[config.mk]
export PLATFORM = sky130hd
export DESIGN_NAME = sfir9_regs
export DESIGN_NICKNAME = d
export VERILOG_FILES = /design/src/sv/sfir9_pkg.sv /design/src/sv/sfir9_regs.sv
export SDC_FILE = /design/constraint.sdc
export NUM_CORES = 1
export LEC_CHECK = 0
export ABC_AREA = 1
export BUFFER_PORTS_ARGS = -buffer_cell sky130_fd_sc_hd__buf_2
export CORE_ASPECT_RATIO = 0.5
export CORE_MARGIN = 3
export CORE_UTILIZATION = 45
export CTS_CLUSTER_DIAMETER = 30
export CTS_CLUSTER_SIZE = 10
export DETAILED_ROUTE_END_ITERATION = 10
export GPL_TIMING_DRIVEN = 1
export PLACE_DENSITY = 0.78
export SYNTH_ARGS = -nofsm -noshare
export SYNTH_HDL_FRONTEND = slang
export SYNTH_SLANG_ARGS = --single-unit
[constraint.sdc]
create_clock -name clk -period 2.15 [get_ports clk]
set_input_delay 0.215 -clock clk [delete_from_list [all_inputs] [get_ports clk]]
set_output_delay 0.215 -clock clk [all_outputs]
set_load 0.005 [all_outputs]
[src/sv/sfir9_pkg.sv]
// shared types and constants for the symmetric 9-tap saturating fir filter
package sfir9_pkg;

    localparam int SAMPLE_W   = 16;
    localparam int COEF_W     = 16;
    localparam int COEF_COUNT = 5;
    localparam int FRAC_BITS  = 15;
    // pre-added pair (17 bits) times coefficient (16 bits)
    localparam int PROD_W     = SAMPLE_W + 1 + COEF_W;
    // nine full-scale products stay below 2^34 in magnitude
    localparam int ACC_W      = 36;
    localparam int PADDR_W    = 5;
    localparam int PDATA_W    = 32;

    typedef logic signed [SAMPLE_W-1:0] sample_t;
    typedef logic [COEF_COUNT-1:0][COEF_W-1:0] coef_set_t;

    // register index, taken from paddr[4:2]
    typedef enum logic [2:0] {
        REG_COEF_OUTER  = 3'd0,
        REG_COEF_SECOND = 3'd1,
        REG_COEF_THIRD  = 3'd2,
        REG_COEF_FOURTH = 3'd3,
        REG_COEF_CENTRE = 3'd4
    } reg_idx_t;

    localparam coef_set_t COEF_RESET = {16'sd10534, 16'sd8344, 16'sd3907, 16'sd860, 16'sd68};

    localparam logic signed [ACC_W-1:0] ACC_SAT_MAX = 36'sd32767;
    localparam logic signed [ACC_W-1:0] ACC_SAT_MIN = -36'sd32768;
    localparam sample_t SAMPLE_MAX = 16'sh7fff;
    localparam sample_t SAMPLE_MIN = 16'sh8000;

    // handshake control from the top level into the sample window
    typedef struct packed {
        logic load;   // input transfer this cycle
        logic drain;  // window item moves to the output register
    } stage_ctl_t;

endpackage

[src/sv/sfir9_regs.sv]
// apb coefficient register file
module sfir9_regs
    import sfir9_pkg::*;
(
    input  logic                 clk,
    input  logic                 rst_n,
    input  logic                 psel,
    input  logic                 penable,
    input  logic                 pwrite,
    input  logic [PADDR_W-1:0]   paddr,
    input  logic [PDATA_W-1:0]   pwdata,
    output logic [PDATA_W-1:0]   prdata,
    output coef_set_t            coefs
);

    coef_set_t coef_reg;
    coef_set_t coef_next;
    reg_idx_t  idx;
    logic      wr_en;

    assign idx   = reg_idx_t'(paddr[PADDR_W-1:2]);
    assign wr_en = psel && penable && pwrite;

    always_comb
    begin
        coef_next = coef_reg;
        if (wr_en)
        begin
            case (idx)
                REG_COEF_OUTER:  coef_next[0] = pwdata[COEF_W-1:0];
                REG_COEF_SECOND: coef_next[1] = pwdata[COEF_W-1:0];
                REG_COEF_THIRD:  coef_next[2] = pwdata[COEF_W-1:0];
                REG_COEF_FOURTH: coef_next[3] = pwdata[COEF_W-1:0];
                REG_COEF_CENTRE: coef_next[4] = pwdata[COEF_W-1:0];
                default:         coef_next = coef_reg;
            endcase
        end
    end

    always_ff @(posedge clk or negedge rst_n)
    begin
        if (!rst_n)
        begin
            coef_reg <= COEF_RESET;
        end
        else
        begin
            coef_reg <= coef_next;
        end
    end

    // reads return the coefficient sign-extended
    always_comb
    begin
        case (idx)
            REG_COEF_OUTER:  prdata = PDATA_W'($signed(coef_reg[0]));
            REG_COEF_SECOND: prdata = PDATA_W'($signed(coef_reg[1]));
            REG_COEF_THIRD:  prdata = PDATA_W'($signed(coef_reg[2]));
            REG_COEF_FOURTH: prdata = PDATA_W'($signed(coef_reg[3]));
            REG_COEF_CENTRE: prdata = PDATA_W'($signed(coef_reg[4]));
            default:         prdata = '0;
        endcase
    end

    assign coefs = coef_reg;

endmodule

==> impl_metrics.py <==
metrics = {
    "finish": {
        "final_core_util_pct": 58.1,
        "nets": 703,
        "layout_common_cells": "180 x nand2_1, 134 x buf_2, 59 x nor2_1, 55 x dfrtp_1, 54 x nand3_1",
        "area_growth_pct": 23.4,
        "antenna-diode-count": 0,
        "drive_gt1_share_pct": 30.9,
        "largest_reg_flops": 80,
        "layout_commonest_cell": "nand2_1",
        "fin_cells": 783,
        "fillCellCount": 803,
    },
    "placed_design": {
        "place_congestion": 0.845,
        "placed_cells": 766,
        "io_buffers": 135,
        "hpwl_um": 8810,
    },
    "synthesis": {
        "synth_seq_cells": 80,
        "synth-seq-area-share_pct": 48.7,
        "synth_cells": 543,
        "yosys.area.top_type_share_pct": 33.0,
        "synth.area.top_cells": "dfrtp_1 33%, nand2_1 16%, dfstp_2 16%",
        "yosysUniqueCellTypes": 21,
        "syn_area_per_cell_um2": 7.68,
        "synth_warnings": 0,
        "post-synth-top-area-cell": "dfrtp_1",
        "syn_nets": 585,
        "syn_area_um2": 4170,
    },
    "timing": {
        "rsz0062_at_grt": "no",
        "clock.fmax_mhz": 590,
        "timing.setup.tns_ns": 0,
        "worst_slew_pin_slew_ns": 0.664,
        "relSlewSlack_pct": 55.8,
        "fin_crit_ns": 1.69,
        "slew_violations": 0,
        "fin_skew_ns": 0,
        "post-route-period-util_pct": 78.8,
        "setup_viol": 0,
        "hold_ws_ns": 0.122,
        "hold_violations": 0,
    },
    "clock_network": {
        "clkTransAtPathRegs_ns": 0.06,
        "insertion_delay_ns": 0.34,
        "postCtsSetupBuffers": 0,
        "clk_path_buf_depth": 2,
        "numClockSinks": 80,
        "root_buffer": "clkbuf_16",
        "cts_made_buffers": 9,
        "cts.htree.levels": 3,
        "cts_tree": "yes",
    },
    "critical_path": {
        "crit_top_cell": "nand2_1",
        "crit_type": "flip-flop to output pin",
        "worstPathMaxFanout": 17,
        "cp-start-kind": "flip-flop",
        "max_stage_delay_ns": 0.41,
        "crit_path_top_delay_cell": "dfrtp_1",
        "crit_buf_inv": 1,
        "cp_cell_sequence": "nand3_1, nand2_1, nor2_1, nand2_1, buf_2",
        "path_delay_family": "simple AND/OR/NAND/NOR gates",
        "worstPathRequired_ns": 1.93,
        "end_kind": "output pin",
        "worstPathArrival_ns": 1.48,
    },
    "power": {
        "power_leakage_uw": 0.00290,
        "p_seq_share_pct": 44.1,
        "switching_power_uw": 1410,
        "internal_power_uw": 3350,
        "power.share.clock_pct": 34.0,
        "vdd_ir_drop_max_mv": 0.450,
        "p_per_area_nw_per_um2": 924,
        "swShare_pct": 29.5,
        "pwr-share-comb_pct": 21.9,
    },
    "status": {
        "status": "finished, final reports clean",
    },
    "global_route": {
        "grt-ovfl-total": 0,
        "antenna_found_initial": 0,
        "grt_pass1_vias": 3883,
        "grt_pass1_wl_um": 19700,
        "grtUsageTotal_pct": 24.1,
        "grt_max_degree": 50,
    },
    "routing": {
        "drt_iter0_markers": 310,
        "final_antenna_net_count": 0,
        "wl_per_cell_um": 16.0,
        "via_count": 4093,
        "drt_wl_total_um": 12500,
        "avgViaCountPerCell": 5.23,
        "dr.pass1.iters": 5,
        "drc_errors": 0,
    },
    "floorplan": {
        "ios": 154,
        "die-area_um2": 10500,
        "num_rows": 24,
        "die_h_um": 74.1,
        "initial_utilization_pct": 47.1,
        "core_um2": 8860,
        "die_x_um": 142,
    },
    "hold_path": {
        "hold_class": "input port to flip-flop",
    },
    "run": {
        "maxCapViolCount": 0,
    },
}
[synthesized netlist by cell type]
cell type,number
nor2_4,4
nand4_1,3
clkinv_1,1
dfrtp_1,55
nand2_1,180
nand3_1,54
inv_2,1
buf_2,12
nor2_2,1
nand3_2,3
nand2_4,3
buf_6,6
buf_4,20
nand2_2,2
o21ai_0,48
o21ai_1,16
nor2_8,2
nor2_1,59
inv_1,42
clkbuf_1,6
dfstp_2,25
[per-stage QoR]
step                      setup slack [ns]  instance area, um2  power, uW
after floorplan                      0.519                4170       2610
after global placement               0.476                4820       3130
after detailed placement             0.429                4820       3170
after CTS                            0.430                5150       4780
after global routing                 0.298                5150       5000
final                                0.455                5150       4760
[layout make-up]
class | instances | area [um2] | area share (%)
timing repair buffer | 151 | 813 | 15.8
clock inverter | 2 | 35.0 | 0.680
sequential | 80 | 2030 | 39.5
clock buffer | 14 | 284 | 5.51
tap | 117 | 146 | 2.84
inverter | 44 | 165 | 3.21
multi-input combinational | 375 | 1670 | 32.5
[logic make-up (layout without fill, tap and decap cells)]
logic type / count (synthesis) / after routing / share of synthesized area [%]
buffers and inverters: 88 / 211 / 11.2
and+or+nand+nor: 311 / 311 / 32.4
DFF: 80 / 80 / 48.7
AOI/OAI and AO/OA: 64 / 64 / 7.68
[worst register-to-register path: cells and delay by family (launching register included)]
family                 cells  cell delay [ns]
buffers and inverters      1             0.05
AOI/OAI and AO/OA          1             0.15
DFF                        1             0.54
[timing repair]
action / 4_1_cts / 5_1_grt
endpoints found under the hold margin: 31 / 0
resized for setup: 0 / 0
hold buffers: 1 / 0
[metal layers]
layer / vias up / wire length (um) / track usage (%) / share of wire, %
li1: 1928 / - / - / -
met1: 1954 / 5240 / 30.0 / 42
met2: 177 / 6080 / 41.4 / 49
met3: 34 / 886 / 5.72 / 7.1
met4: 0 / 303 / 9.57 / 2.4
met5: - / 0 / 0 / 0
[power groups by stage]
| stage | Sequential, uW | Combinational [uW] | Clock, uW |
|---|---|---|---|
| detailed placement | 2120 | 1050 | 0 |
| finish | 2100 | 1040 | 1620 |
| CTS | 2090 | 1060 | 1630 |
| floorplan | 2110 | 493 | 0 |
| global placement | 2100 | 1020 | 0 |
| global route | 2130 | 1190 | 1690 |
[worst paths after layout]
path / from / endpoint / slack (ns) / cells after the start
worst min register to register: coefs[33]$_DFFE_PN1P_ / coefs[33]$_DFFE_PN1P_ / 0.48 / 2
min in group asynchronous: rst_n / coefs[48]$_DFFE_PN0P_ / 0.46 / 2
worst max-delay path: coefs[47]$_DFFE_PN0P_ / prdata[22] / 0.46 / 5
worst max register to register: coefs[75]$_DFFE_PN1P_ / coefs[75]$_DFFE_PN1P_ / 1.34 / 2
worst min-delay path: pwdata[6] / coefs[38]$_DFFE_PN1P_ / 0.12 / 3
max in group asynchronous: rst_n / coefs[72]$_DFFE_PN1P_ / 1.00 / 3
(Power assumes the default switching activity.)
