## src/sv/sfir9_pkg.sv

```systemverilog
// shared types and constants for the symmetric 9-tap saturating fir filter
package sfir9_pkg;

    localparam int SAMPLE_W   = 16;
    localparam int COEF_W     = 16;
    localparam int COEF_COUNT = 5;
    localparam int FRAC_BITS  = 15;
    // pre-added pair (17 bits) times coefficient (16 bits)
    localparam int PROD_W     = SAMPLE_W + 1 + COEF_W;
    // nine full-scale products stay below 2^34 in magnitude
    localparam int ACC_W      = 36;
    localparam int PADDR_W    = 5;
    localparam int PDATA_W    = 32;

    typedef logic signed [SAMPLE_W-1:0] sample_t;
    typedef logic [COEF_COUNT-1:0][COEF_W-1:0] coef_set_t;

    // register index, taken from paddr[4:2]
    typedef enum logic [2:0] {
        REG_COEF_OUTER  = 3'd0,
        REG_COEF_SECOND = 3'd1,
        REG_COEF_THIRD  = 3'd2,
        REG_COEF_FOURTH = 3'd3,
        REG_COEF_CENTRE = 3'd4
    } reg_idx_t;

    localparam coef_set_t COEF_RESET = {16'sd10534, 16'sd8344, 16'sd3907, 16'sd860, 16'sd68};

    localparam logic signed [ACC_W-1:0] ACC_SAT_MAX = 36'sd32767;
    localparam logic signed [ACC_W-1:0] ACC_SAT_MIN = -36'sd32768;
    localparam sample_t SAMPLE_MAX = 16'sh7fff;
    localparam sample_t SAMPLE_MIN = 16'sh8000;

    // handshake control from the top level into the sample window
    typedef struct packed {
        logic load;   // input transfer this cycle
        logic drain;  // window item moves to the output register
    } stage_ctl_t;

endpackage

```

## src/sv/sfir9_window.sv

```systemverilog
// sample window register, newest sample in slot 0, plus its valid flag
module sfir9_window
    import sfir9_pkg::*;
#(
    parameter int TAP_COUNT = 9
)
(
    input  logic                               clk,
    input  logic                               rst_n,
    input  stage_ctl_t                         ctl,
    input  sample_t                            sample_in,
    output logic [TAP_COUNT-1:0][SAMPLE_W-1:0] window,
    output logic                               win_valid
);

    logic [TAP_COUNT-1:0][SAMPLE_W-1:0] window_reg;
    logic [TAP_COUNT-1:0][SAMPLE_W-1:0] window_next;
    logic                               valid_reg;
    logic                               valid_next;

    always_comb
    begin
        window_next = window_reg;
        valid_next  = valid_reg;
        if (ctl.load)
        begin
            window_next = {window_reg[TAP_COUNT-2:0], sample_in};
            valid_next  = 1'b1;
        end
        else if (ctl.drain)
        begin
            valid_next = 1'b0;
        end
    end

    always_ff @(posedge clk or negedge rst_n)
    begin
        if (!rst_n)
        begin
            window_reg <= '0;
            valid_reg  <= 1'b0;
        end
        else
        begin
            window_reg <= window_next;
            valid_reg  <= valid_next;
        end
    end

    assign window    = window_reg;
    assign win_valid = valid_reg;

endmodule

```

## config.mk

```make
export PLATFORM = sky130hd
export DESIGN_NAME = sfir9_window
export DESIGN_NICKNAME = d
export VERILOG_FILES = /design/src/sv/sfir9_pkg.sv /design/src/sv/sfir9_window.sv
export SDC_FILE = /design/constraint.sdc
export NUM_CORES = 1
export LEC_CHECK = 0
export BUFFER_PORTS_ARGS = -buffer_cell sky130_fd_sc_hd__buf_2
export CORE_MARGIN = 2
export CORE_UTILIZATION = 38
export DETAILED_ROUTE_END_ITERATION = 16
export SLEW_MARGIN = 25
export SYNTH_ARGS = -nofsm -noshare
export SYNTH_HDL_FRONTEND = slang
export SYNTH_SLANG_ARGS = --single-unit
```

## constraint.sdc

```tcl
create_clock -name clk -period 1.2 [get_ports clk]
set_input_delay 0.06 -clock clk [delete_from_list [all_inputs] [get_ports clk]]
set_output_delay 0.06 -clock clk [all_outputs]
set_load 0.02 [all_outputs]
```

==> impl_metrics.py, run 1 <==
metrics = {
    "run_status": {
        "status": "finished clean",
    },
    "floorplanning": {
        "dieHeight_um": 125,
        "placeableCoreArea_sq_um": 14400,
        "initial_core_util": 0.386,
        "boundaryPins": 165,
        "num_rows": 44,
        "design.die.area_sq_um": 15600,
        "floorplan.die.width_um": 125,
    },
    "min_path": {
        "hold_path_startpoint": "ctl[1]",
        "hold_class": "input port to flop",
    },
    "logic_synthesis": {
        "postSynthNetCount": 327,
        "post_synth_and_or_nand_nor_area_fraction": 0,
        "post_synthesis_mean_instance_area_sq_um": 18.1,
        "synth.yosys.seq_area_share": 0.652,
        "syn_inst": 307,
        "synth.lib_cells_used.distinct": 7,
        "synth-compound-area-share": 0.00135,
        "synthesis.yosys.warnings": 0,
        "combinational_family_with_the_most_area_after_synthesis": "multiplexers",
        "synth-adder-area-share": 0,
        "syn_area_sq_um": 5570,
        "yosys.area_share.xor_xnor": 0,
        "ys_seq_elements": 145,
        "muxShareOfSynthArea": 0.324,
    },
    "run": {
        "max_capacitance_violation_count": 0,
    },
    "detailed_routing": {
        "routed_via_density": 4.64,
        "drt_pass1_iterations": 5,
        "drt_first_iter_violations": 104,
        "route.detailed.wl_per_inst_um": 15.8,
        "vias": 3237,
        "wl_mm": 11.0,
        "route.antenna.remaining_nets": 0,
        "remaining_drc_errors": 0,
    },
    "global_routing": {
        "grt_first_pass_wirelength_mm": 18.0,
        "maximum_number_of_pins_on_one_net_before_global_route_repair": 53,
        "grt_use_total": 0.148,
        "initial_antenna_violation_count": 0,
        "vias_in_the_first_global_route": 3228,
        "grt.overflow.total": 0,
    },
    "clocking": {
        "cts.hold.buffers_added": 18,
        "sink_count": 145,
        "post_cts.repair.setup_buffers": 0,
        "post_cts_resized": 0,
        "clock_tree.buffer_depth": 2,
        "cts.clk_slew.worst_paths_ns": 0.06,
        "clock-root-buffer": "sky130_fd_sc_hd__clkbuf_16",
        "clock_latency_on_the_worst_skew_pair_ns": 0.42,
        "cts-buffers-inserted": 17,
        "htreeDepth": 4,
        "cts_tree": "built",
    },
    "critical_path": {
        "r2r-start": "window[97]",
        "critPathBufInv": 1,
        "crit_path_launch": "window[68]",
        "max_stage_delay_ns": 0.40,
        "cp_cell_sequence": "buf_2",
        "timing.critical_path.fanout_max": 3,
        "path_delay_family": "flip-flops",
        "critical_path.slowest_cell": "sky130_fd_sc_hd__dfrtp_1",
        "crit_path_start_kind": "flop",
        "worst_setup_path_class": "flop to output pin",
        "data_arrival_time_of_the_critical_path_ns": 1.02,
        "worst-endpoint-required_ns": 1.14,
        "endpoint_kind": "output pin",
    },
    "place": {
        "dp_hpwl_mm": 7.53,
        "port-buffer-count": 164,
        "place_congestion": 0.715,
        "placement.cell_area_sq_um": 6640,
    },
    "finish": {
        "area_growth_syn_to_layout_pct": 34.1,
        "num-fill-cells": 1235,
        "final_standard_cell_area_without_fillers_sq_um": 7470,
        "largest_reg_flops": 144,
        "fin_nets": 520,
        "layout.core_utilization": 0.518,
        "final_layout_size_suffix_gt1_frac": 0.674,
        "num_antenna_cells": 0,
    },
    "timing": {
        "period_minus_slack_ns": 1.08,
        "tightest_slew_ns": 0.281,
        "clock.fmax_mhz": 930,
        "timing.slew.headroom": 0.813,
        "fin_worst_skew_ns": 0.00503,
        "fin_setup_tns_ns": 0,
        "rsz_0062_raised_after_global_routing": "false",
        "final_min_period_over_clock_period": 0.896,
        "setup_viol": 0,
        "final-max-slew-violation-count": 0,
        "finalHoldViolations": 0,
    },
    "power_and_ir_drop": {
        "internal_dissipation_uw": 12400,
        "p_switching_uw": 5930,
        "switching_part_of_the_total_power": 0.324,
        "share_clk_of_total_power": 0.313,
        "power-per-cell-area_nw_per_um2": 2450,
        "vdd_drop_max_uv": 867,
        "seq_power_share": 0.401,
        "combinationalPowerShare": 0.286,
        "total_leakage_power_uw": 0.00364,
    },
}
-- power groups by stage --
stage               logic (uW)  clock network [uW]  registers, uW
floorplan                 1560                   0           9010
global placement          5210                   0           7360
detailed placement        5280                   0           7460
CTS                       5330                5890           7380
global route              5540                6080           7600
finish                    5240                5730           7350
-- cell usage in the layout, fill, tap and decap left out --
| master | count |
|---|---|
| sky130_fd_sc_hd__inv_1 | 1 |
| sky130_fd_sc_hd__mux2_4 | 49 |
| sky130_fd_sc_hd__buf_2 | 162 |
| sky130_fd_sc_hd__clkbuf_16 | 17 |
| sky130_fd_sc_hd__buf_6 | 2 |
| sky130_fd_sc_hd__clkbuf_8 | 2 |
| sky130_fd_sc_hd__mux2_2 | 95 |
| sky130_fd_sc_hd__dlygate4sd3_1 | 18 |
| sky130_fd_sc_hd__clkinv_4 | 1 |
| sky130_fd_sc_hd__clkinv_2 | 5 |
| sky130_fd_sc_hd__dfrtp_1 | 145 |
| sky130_fd_sc_hd__clkbuf_1 | 2 |
| sky130_fd_sc_hd__buf_4 | 2 |
| sky130_fd_sc_hd__a21o_1 | 1 |
| sky130_fd_sc_hd__bufinv_16 | 5 |
| sky130_fd_sc_hd__buf_12 | 6 |
-- Yosys cell counts (all sizes together) --
cell type / instances / area share
a21o: 1 / 0.0013
buf: 16 / 0.022
dfrtp: 145 / 0.65
inv: 1 / 0.00067
mux2: 144 / 0.32
-- routing by layer --
layer	global-route usage	share of wire	vias to the layer above
li1	-	-	1479
met1	0.200	0.47	1639
met2	0.213	0.46	101
met3	0.0479	0.049	18
met4	0.0804	0.026	0
met5	0	0	-
-- area by class of cell --
cell class                      instances  area (sq um)  area share
Clock buffer                           21           460      0.0617
Clock inverter                         11           184      0.0246
Multi-Input combinational cell        145          1810       0.243
Sequential cell                       145          3630       0.486
Inverter                                1          3.75    0.000503
Timing Repair Buffer                  190          1150       0.154
Tap cell                              184           230      0.0308
-- logic make-up after synthesis --
family,count (synthesis)
compound gates,1
buf+inv,17
flops,145
mux,144
-- stage by stage --
step | power (uW) | worst slack (ns) | instances | hold slack, ns
after floorplan | 10600 | 0.317 | 307 | -0.236
after global placement | 12600 | 0.185 | 647 | -0.0637
after detailed placement | 12700 | 0.168 | 647 | -0.0616
after CTS | 18600 | 0.0857 | 697 | 0.0275
after global routing | 19200 | 0.0514 | 697 | 0.0348
final | 18300 | 0.124 | 697 | 0.0434
-- worst paths after layout --
kind | endpoint | slack [ns] | cells past startpoint
max in group asynchronous | window[44] | 0.57 | 3
min in group asynchronous | window[111] | 0.07 | 2
min | window[135] | 0.04 | 2
min reg2reg | window[135] | 0.50 | 1
max | window[68] | 0.12 | 1
max reg2reg | window[113] | 0.39 | 1
Power figures use the tool's default switching activity.
==> run 2, diff against run 1 <==
--- a/config.mk
+++ b/config.mk
@@ -5,6 +5,7 @@
 export SDC_FILE = /design/constraint.sdc
 export NUM_CORES = 1
 export LEC_CHECK = 0
+export ABC_AREA = 1
 export BUFFER_PORTS_ARGS = -buffer_cell sky130_fd_sc_hd__buf_2
 export CORE_MARGIN = 2
 export CORE_UTILIZATION = 38
==> run 2 against run 1 <==
  * Register-to-register slack improved by 0.15 ns
  * Final cell count rose by 41%
  * Die area fell by 2.1%
  * Cell area fell by 1.7%
  * Synthesized cell count rose by 99%
  * Synthesized area fell by 2.2%
  * Via count rose by 36%
  * Critical endpoint is now window[55]
  * Highest routed layer unchanged
==> impl_metrics.py, run 2 <==
metrics = {
    "finish": {
        "num_antenna_cells": 0,
        "layout.core_utilization": 0.527,
        "fin_nets": 812,
        "most-common-layout-cells": "434 x sky130_fd_sc_hd__nand2_1, 162 x sky130_fd_sc_hd__buf_2, 145 x sky130_fd_sc_hd__dfrtp_1",
        "largest_reg_flops": 144,
        "area_growth_syn_to_layout_pct": 34.8,
        "layout_commonest_cell": "sky130_fd_sc_hd__nand2_1",
        "final_standard_cell_area_without_fillers_sq_um": 7340,
        "final_layout_size_suffix_gt1_frac": 0.255,
    },
    "logic_synthesis": {
        "post_synthesis_mean_instance_area_sq_um": 8.90,
        "synth.largest_area_cell": "sky130_fd_sc_hd__dfrtp_1",
        "synthesis.yosys.warnings": 0,
        "synth.most_common_cell": "sky130_fd_sc_hd__nand2_1",
        "count_of_flip_flops_with_a_built_in_enable_after_synthesis": 0,
        "ys_seq_elements": 145,
        "synth.yosys.seq_area_share": 0.666,
        "ys_top_cells_by_count": "434 x sky130_fd_sc_hd__nand2_1, 145 x sky130_fd_sc_hd__dfrtp_1, 22 x sky130_fd_sc_hd__buf_2",
        "synth.lib_cells_used.distinct": 7,
        "most_instantiated_flip_flop_cell_in_the_synthesis_netlist": "sky130_fd_sc_hd__dfrtp_1",
        "async_flop_share": 1.00,
        "syn_inst": 612,
        "postSynthNetCount": 632,
        "synth_largest_type_area_fraction": 0.666,
        "syn_area_sq_um": 5450,
        "synth.area.top_cells": "sky130_fd_sc_hd__dfrtp_1 67%, sky130_fd_sc_hd__nand2_1 30%, sky130_fd_sc_hd__buf_2 2.0%",
    },
    "critical_path": {
        "reg2reg_slack_ns": 0.54,
        "worst-endpoint-required_ns": 1.14,
        "endpoint_kind": "output pin",
        "max_stage_delay_ns": 0.41,
        "crit-reg2reg-capture": "window[114]",
        "cp_cell_sequence": "buf_2",
        "path_delay_family": "flip-flops",
        "critPathBufInv": 1,
        "data_arrival_time_of_the_critical_path_ns": 1.00,
        "r2r-start": "window[98]",
        "crit_path_start_kind": "flop",
        "timing.critical_path.fanout_max": 3,
        "worst_setup_path_class": "flop to output pin",
        "critical_path.slowest_cell": "sky130_fd_sc_hd__dfrtp_1",
        "depth_of_the_worst_register_to_register_path": 2,
    },
    "clocking": {
        "cts_tree": "built",
        "htreeDepth": 4,
        "post_cts_resized": 0,
        "clock_tree.buffer_depth": 2,
        "sink_count": 145,
        "cts.clk_slew.worst_paths_ns": 0.06,
        "clock_latency_on_the_worst_skew_pair_ns": 0.41,
        "clock-root-buffer": "sky130_fd_sc_hd__clkbuf_16",
        "cts-buffers-inserted": 17,
    },
    "global_routing": {
        "grt_first_pass_wirelength_mm": 20.4,
        "initial_antenna_violation_count": 0,
        "maximum_number_of_pins_on_one_net_before_global_route_repair": 74,
        "grt.overflow.total": 0,
        "vias_in_the_first_global_route": 4098,
        "grt_use_total": 0.174,
    },
    "floorplanning": {
        "floorplan.die.width_um": 124,
        "placeableCoreArea_sq_um": 13900,
        "boundaryPins": 165,
        "num_rows": 43,
        "design.die.area_sq_um": 15300,
        "dieHeight_um": 124,
        "initial_core_util": 0.391,
    },
    "timing": {
        "final.setup.worst_slack_ns": 0.137,
        "fin_worst_skew_ns": 0.00447,
        "rsz_0062_raised_after_global_routing": "false",
        "setup_viol": 0,
        "finalHoldViolations": 0,
        "final-max-slew-violation-count": 0,
        "fin_setup_tns_ns": 0,
        "tightest_slew_ns": 0.328,
        "period_minus_slack_ns": 1.06,
        "timing.slew.headroom": 0.781,
        "clock.fmax_mhz": 941,
        "final_min_period_over_clock_period": 0.886,
    },
    "power_and_ir_drop": {
        "switching_part_of_the_total_power": 0.291,
        "combinationalPowerShare": 0.177,
        "p_switching_uw": 4230,
        "share_clk_of_total_power": 0.405,
        "total_power_uw": 14500,
        "internal_dissipation_uw": 10300,
        "seq_power_share": 0.418,
        "vdd_drop_max_uv": 849,
        "power-per-cell-area_nw_per_um2": 1980,
        "total_leakage_power_uw": 0.00436,
    },
    "detailed_routing": {
        "vias": 4418,
        "remaining_drc_errors": 0,
        "m1WireLength_mm": 5.75,
        "routed-wl-met3_mm": 1.14,
        "drt_first_iter_violations": 259,
        "route.detailed.wl_per_inst_um": 12.9,
        "routed_via_density": 4.49,
        "detailroute.wirelength.met2_mm": 5.78,
        "wl_mm": 12.8,
        "drt_pass1_iterations": 4,
        "dr.max_layer_used": "met4",
        "route.antenna.remaining_nets": 0,
    },
    "place": {
        "dp_hpwl_mm": 8.53,
        "place_ws_ns": 0.345,
        "port-buffer-count": 164,
        "place_congestion": 0.713,
        "placement.cell_area_sq_um": 6500,
    },
    "min_path": {
        "hold_class": "input port to asynchronous set/reset pin",
    },
    "run_status": {
        "status": "finished clean",
    },
    "run": {
        "max_capacitance_violation_count": 0,
    },
}
==> run 2: worst max-delay path by stage <==
stage	depth (start not counted)	start	to	slack, ns
2_1_floorplan	5	ctl[1]	window[16]	0.47
3_3_place_gp	5	ctl[1]	window[86]	0.37
6_report	1	window[55]	window[55]	0.14
3_5_place_dp	5	ctl[1]	window[91]	0.34
4_1_cts	1	window[73]	window[73]	0.11
5_1_grt	1	window[24]	window[24]	0.09
==> run 2: metrics by stage <==
stage	instances	hold slack, ns
2_1_floorplan	612	-0.236
3_3_place_gp	935	-0.0989
3_5_place_dp	935	-0.0985
4_1_cts	985	0.0120
5_1_grt	985	0.0337
6_report	985	0.0391
==> run 2: layer usage <==
metal	vias to the layer above	track usage
li1	2202	-
met3	6	0.0668
met4	0	0.0703
met5	-	0
met2	142	0.251
met1	2068	0.237
==> run 2: power groups by stage <==
stage,logic (uW),registers [uW],clock network [uW]
after CTS,2610,6080,6060
after global routing,2840,6170,6270
after detailed placement,2560,6160,0
after floorplan,676,6910,0
after global placement,2520,6130,0
final,2570,6080,5890
==> run 2: what timing repair did <==
item	4_1_cts	5_1_grt
hold buffers	18	0
buffers inserted	0	0
hold endpoints to repair	162	0
==> run 2: layout make-up <==
cell class              instances  area [sq um]
fillers                      1301          6590
multi-input cells             434          1630
well taps                     180           225
repair buffers                192          1180
flip-flops and latches        145          3630
clock buffers                  19           433
clock inverters                13           233
inverters                       2          10.0
==> run 2: cells by family (layout without fill, tap and decap cells) <==
family        after synthesis  after routing  share of synthesized area
buf+inv                    33            226                     0.0351
flops                     145            145                      0.666
simple gates              434            434                      0.299
==> run 3, diff against run 2 <==
--- a/config.mk
+++ b/config.mk
@@ -7,7 +7,7 @@
 export LEC_CHECK = 0
 export ABC_AREA = 1
 export BUFFER_PORTS_ARGS = -buffer_cell sky130_fd_sc_hd__buf_2
-export CORE_MARGIN = 2
+export CORE_MARGIN = 1
 export CORE_UTILIZATION = 38
 export DETAILED_ROUTE_END_ITERATION = 16
 export SLEW_MARGIN = 25
==> constraint.sdc (replaced) <==
create_clock -name clk -period 0.92 [get_ports clk]
set_input_delay 0.046 -clock clk [delete_from_list [all_inputs] [get_ports clk]]
set_output_delay 0.046 -clock clk [all_outputs]
set_load 0.02 [all_outputs]
==> run 3 against run 2 <==
  * The run now ends with setup timing left
  * First-iteration DRC count is 64% higher
  * Cell area rose by 28%
  * Die area is 3.2% lower
  * Final cell count is 15% higher
  * Clock-buffer cell count increased by 5
  * Largest cell class unchanged
  * Power increased by 48%
  * Worst setup slack got worse by 0.26 ns
  * Hold slack improved by 0.065 ns
  * Wire length rose by 23%
  * Combinational power increased by 130%
==> impl_metrics.py, run 3 (synthesized netlist as in run 2, its figures left out) <==
metrics = {
    "detailed_routing": {
        "drt_first_iter_violations": 426,
        "routed_via_density": 4.57,
        "route.detailed.wl_per_inst_um": 13.8,
        "drt_pass1_iterations": 6,
        "wl_mm": 15.7,
        "vias": 5178,
        "remaining_drc_errors": 0,
        "route.antenna.remaining_nets": 0,
    },
    "global_routing": {
        "grt.overflow.total": 0,
        "grt_first_pass_wirelength_mm": 24.8,
        "initial_antenna_violation_count": 0,
        "grt_use_total": 0.220,
        "vias_in_the_first_global_route": 5035,
        "maximum_number_of_pins_on_one_net_before_global_route_repair": 79,
    },
    "timing": {
        "clock.fmax_mhz": 961,
        "fin_worst_skew_ns": 0.00491,
        "finalHoldWorstSlack_ns": 0.105,
        "final.setup.worst_slack_ns": -0.120,
        "final_min_period_over_clock_period": 1.13,
        "fin_setup_tns_ns": -11.94,
        "finalHoldViolations": 0,
        "rsz_0062_raised_after_global_routing": "true",
        "tightest_slew_ns": 0.344,
        "final-max-slew-violation-count": 0,
        "setup_viol": 145,
        "timing.slew.headroom": 0.771,
        "period_minus_slack_ns": 1.04,
    },
    "clocking": {
        "sink_count": 145,
        "clock_latency_on_the_worst_skew_pair_ns": 0.42,
        "clock_tree.buffer_depth": 2,
        "cts_tree": "built",
        "htreeDepth": 4,
        "clock-root-buffer": "sky130_fd_sc_hd__clkbuf_16",
        "cts.clk_slew.worst_paths_ns": 0.06,
        "cts-buffers-inserted": 17,
    },
    "critical_path": {
        "crit_path_start_kind": "flop",
        "path_delay_family": "flip-flops",
        "worst-endpoint-required_ns": 0.87,
        "data_arrival_time_of_the_critical_path_ns": 0.99,
        "critPathBufInv": 1,
        "endpoint_kind": "output pin",
        "worst_setup_path_class": "flop to output pin",
        "critical_path.slowest_cell": "sky130_fd_sc_hd__dfrtp_1",
        "reg2reg_slack_ns": 0,
        "max_stage_delay_ns": 0.42,
        "timing.critical_path.fanout_max": 2,
        "cp_cell_sequence": "buf_6",
    },
    "power_and_ir_drop": {
        "seq_power_share": 0.371,
        "internal_dissipation_uw": 15500,
        "total_leakage_power_uw": 0.00530,
        "share_clk_of_total_power": 0.356,
        "vdd_drop_max_uv": 1330,
        "switching_part_of_the_total_power": 0.281,
        "p_switching_uw": 6070,
        "power-per-cell-area_nw_per_um2": 2300,
        "combinationalPowerShare": 0.273,
    },
    "place": {
        "place_inst": 939,
        "place_congestion": 0.763,
        "port-buffer-count": 164,
        "dp_hpwl_mm": 8.37,
    },
    "floorplanning": {
        "boundaryPins": 165,
        "num_rows": 43,
        "floorplan.die.width_um": 122,
        "initial_core_util": 0.391,
        "design.die.area_sq_um": 14800,
        "dieHeight_um": 122,
        "placeableCoreArea_sq_um": 13900,
    },
    "finish": {
        "num_antenna_cells": 0,
        "area_growth_syn_to_layout_pct": 71.8,
        "layout_commonest_cell": "sky130_fd_sc_hd__nand2_1",
        "final_layout_size_suffix_gt1_frac": 0.370,
        "layout.core_utilization": 0.672,
        "largest_reg_flops": 144,
        "fin_cells": 1133,
        "most-common-layout-cells": "433 x sky130_fd_sc_hd__nand2_1, 151 x sky130_fd_sc_hd__buf_4, 146 x sky130_fd_sc_hd__buf_6",
        "fin_nets": 960,
    },
    "run": {
        "max_capacitance_violation_count": 0,
    },
    "run_status": {
        "violations": "setup timing",
        "status": "finished, violations left",
    },
    "min_path": {
        "hold_class": "input port to asynchronous set/reset pin",
    },
}
[run 3: cell types whose count changed in the layout (fill, tap and decap cells not counted)]
cell and delta:
sky130_fd_sc_hd__clkbuf_1 +1, sky130_fd_sc_hd__buf_4 +148, sky130_fd_sc_hd__clkinv_2 -2, sky130_fd_sc_hd__inv_6 -2, sky130_fd_sc_hd__buf_2 -145, sky130_fd_sc_hd__clkinvlp_4 +1
sky130_fd_sc_hd__buf_6 +145, sky130_fd_sc_hd__bufinv_16 -1, sky130_fd_sc_hd__nand2_1 -1, sky130_fd_sc_hd__clkinv_4 -1, sky130_fd_sc_hd__nand2_2 +1, sky130_fd_sc_hd__clkbuf_8 +4
[run 3: layout make-up]
type	count	area [sq um]
Fill cell	1080	4570
Sequential cell	145	3630
Timing Repair Buffer	340	3200
Multi-Input combinational cell	434	1630
Clock buffer	24	492
Tap cell	180	225
Clock inverter	8	174
Inverter	2	10.0
[run 3: path summary, 6_finish.rpt]
kind,from,cells past startpoint,to
min in group clk,ctl[1],5,window[114]
hold reg to reg,window[136],2,window[136]
setup reg to reg,window[79],4,window[79]
hold / removal,rst_n,2,window[97]
max in group asynchronous,rst_n,3,window[107]
setup / recovery,window[86],1,window[86]
[run 3: layer usage]
layer,routed length (um),vias up,track usage
li1,-,2503,-
met1,6680,2465,0.281
met2,7580,186,0.345
met3,1130,24,0.0702
met4,260,0,0.0887
met5,0,-,0
[run 3: power groups by stage]
stage	clock network, uW	logic (uW)	registers, uW
2_1_floorplan	0	882	9010
3_3_place_gp	0	3290	8020
3_5_place_dp	0	3320	8050
4_1_cts	7780	5640	7970
5_1_grt	8100	6350	8070
6_report	7670	5890	7990
[run 3: through the flow]
step | power [uW] | setup WS, ns | area (sq um)
CTS | 21400 | -0.133 | 9190
finish | 21600 | -0.120 | 9360
detailed placement | 11400 | 0.137 | 6530
global route | 22500 | -0.157 | 9360
floorplan | 9900 | 0.200 | 5450
global placement | 11300 | 0.136 | 6530
[run 3: repair_timing]
item	CTS	global route
endpoints found under the setup margin	145	145
setup buffers	121	23
hold buffers	18	0
gates resized for setup	290	1
endpoints found under the hold margin	162	0
pin swaps	0	1
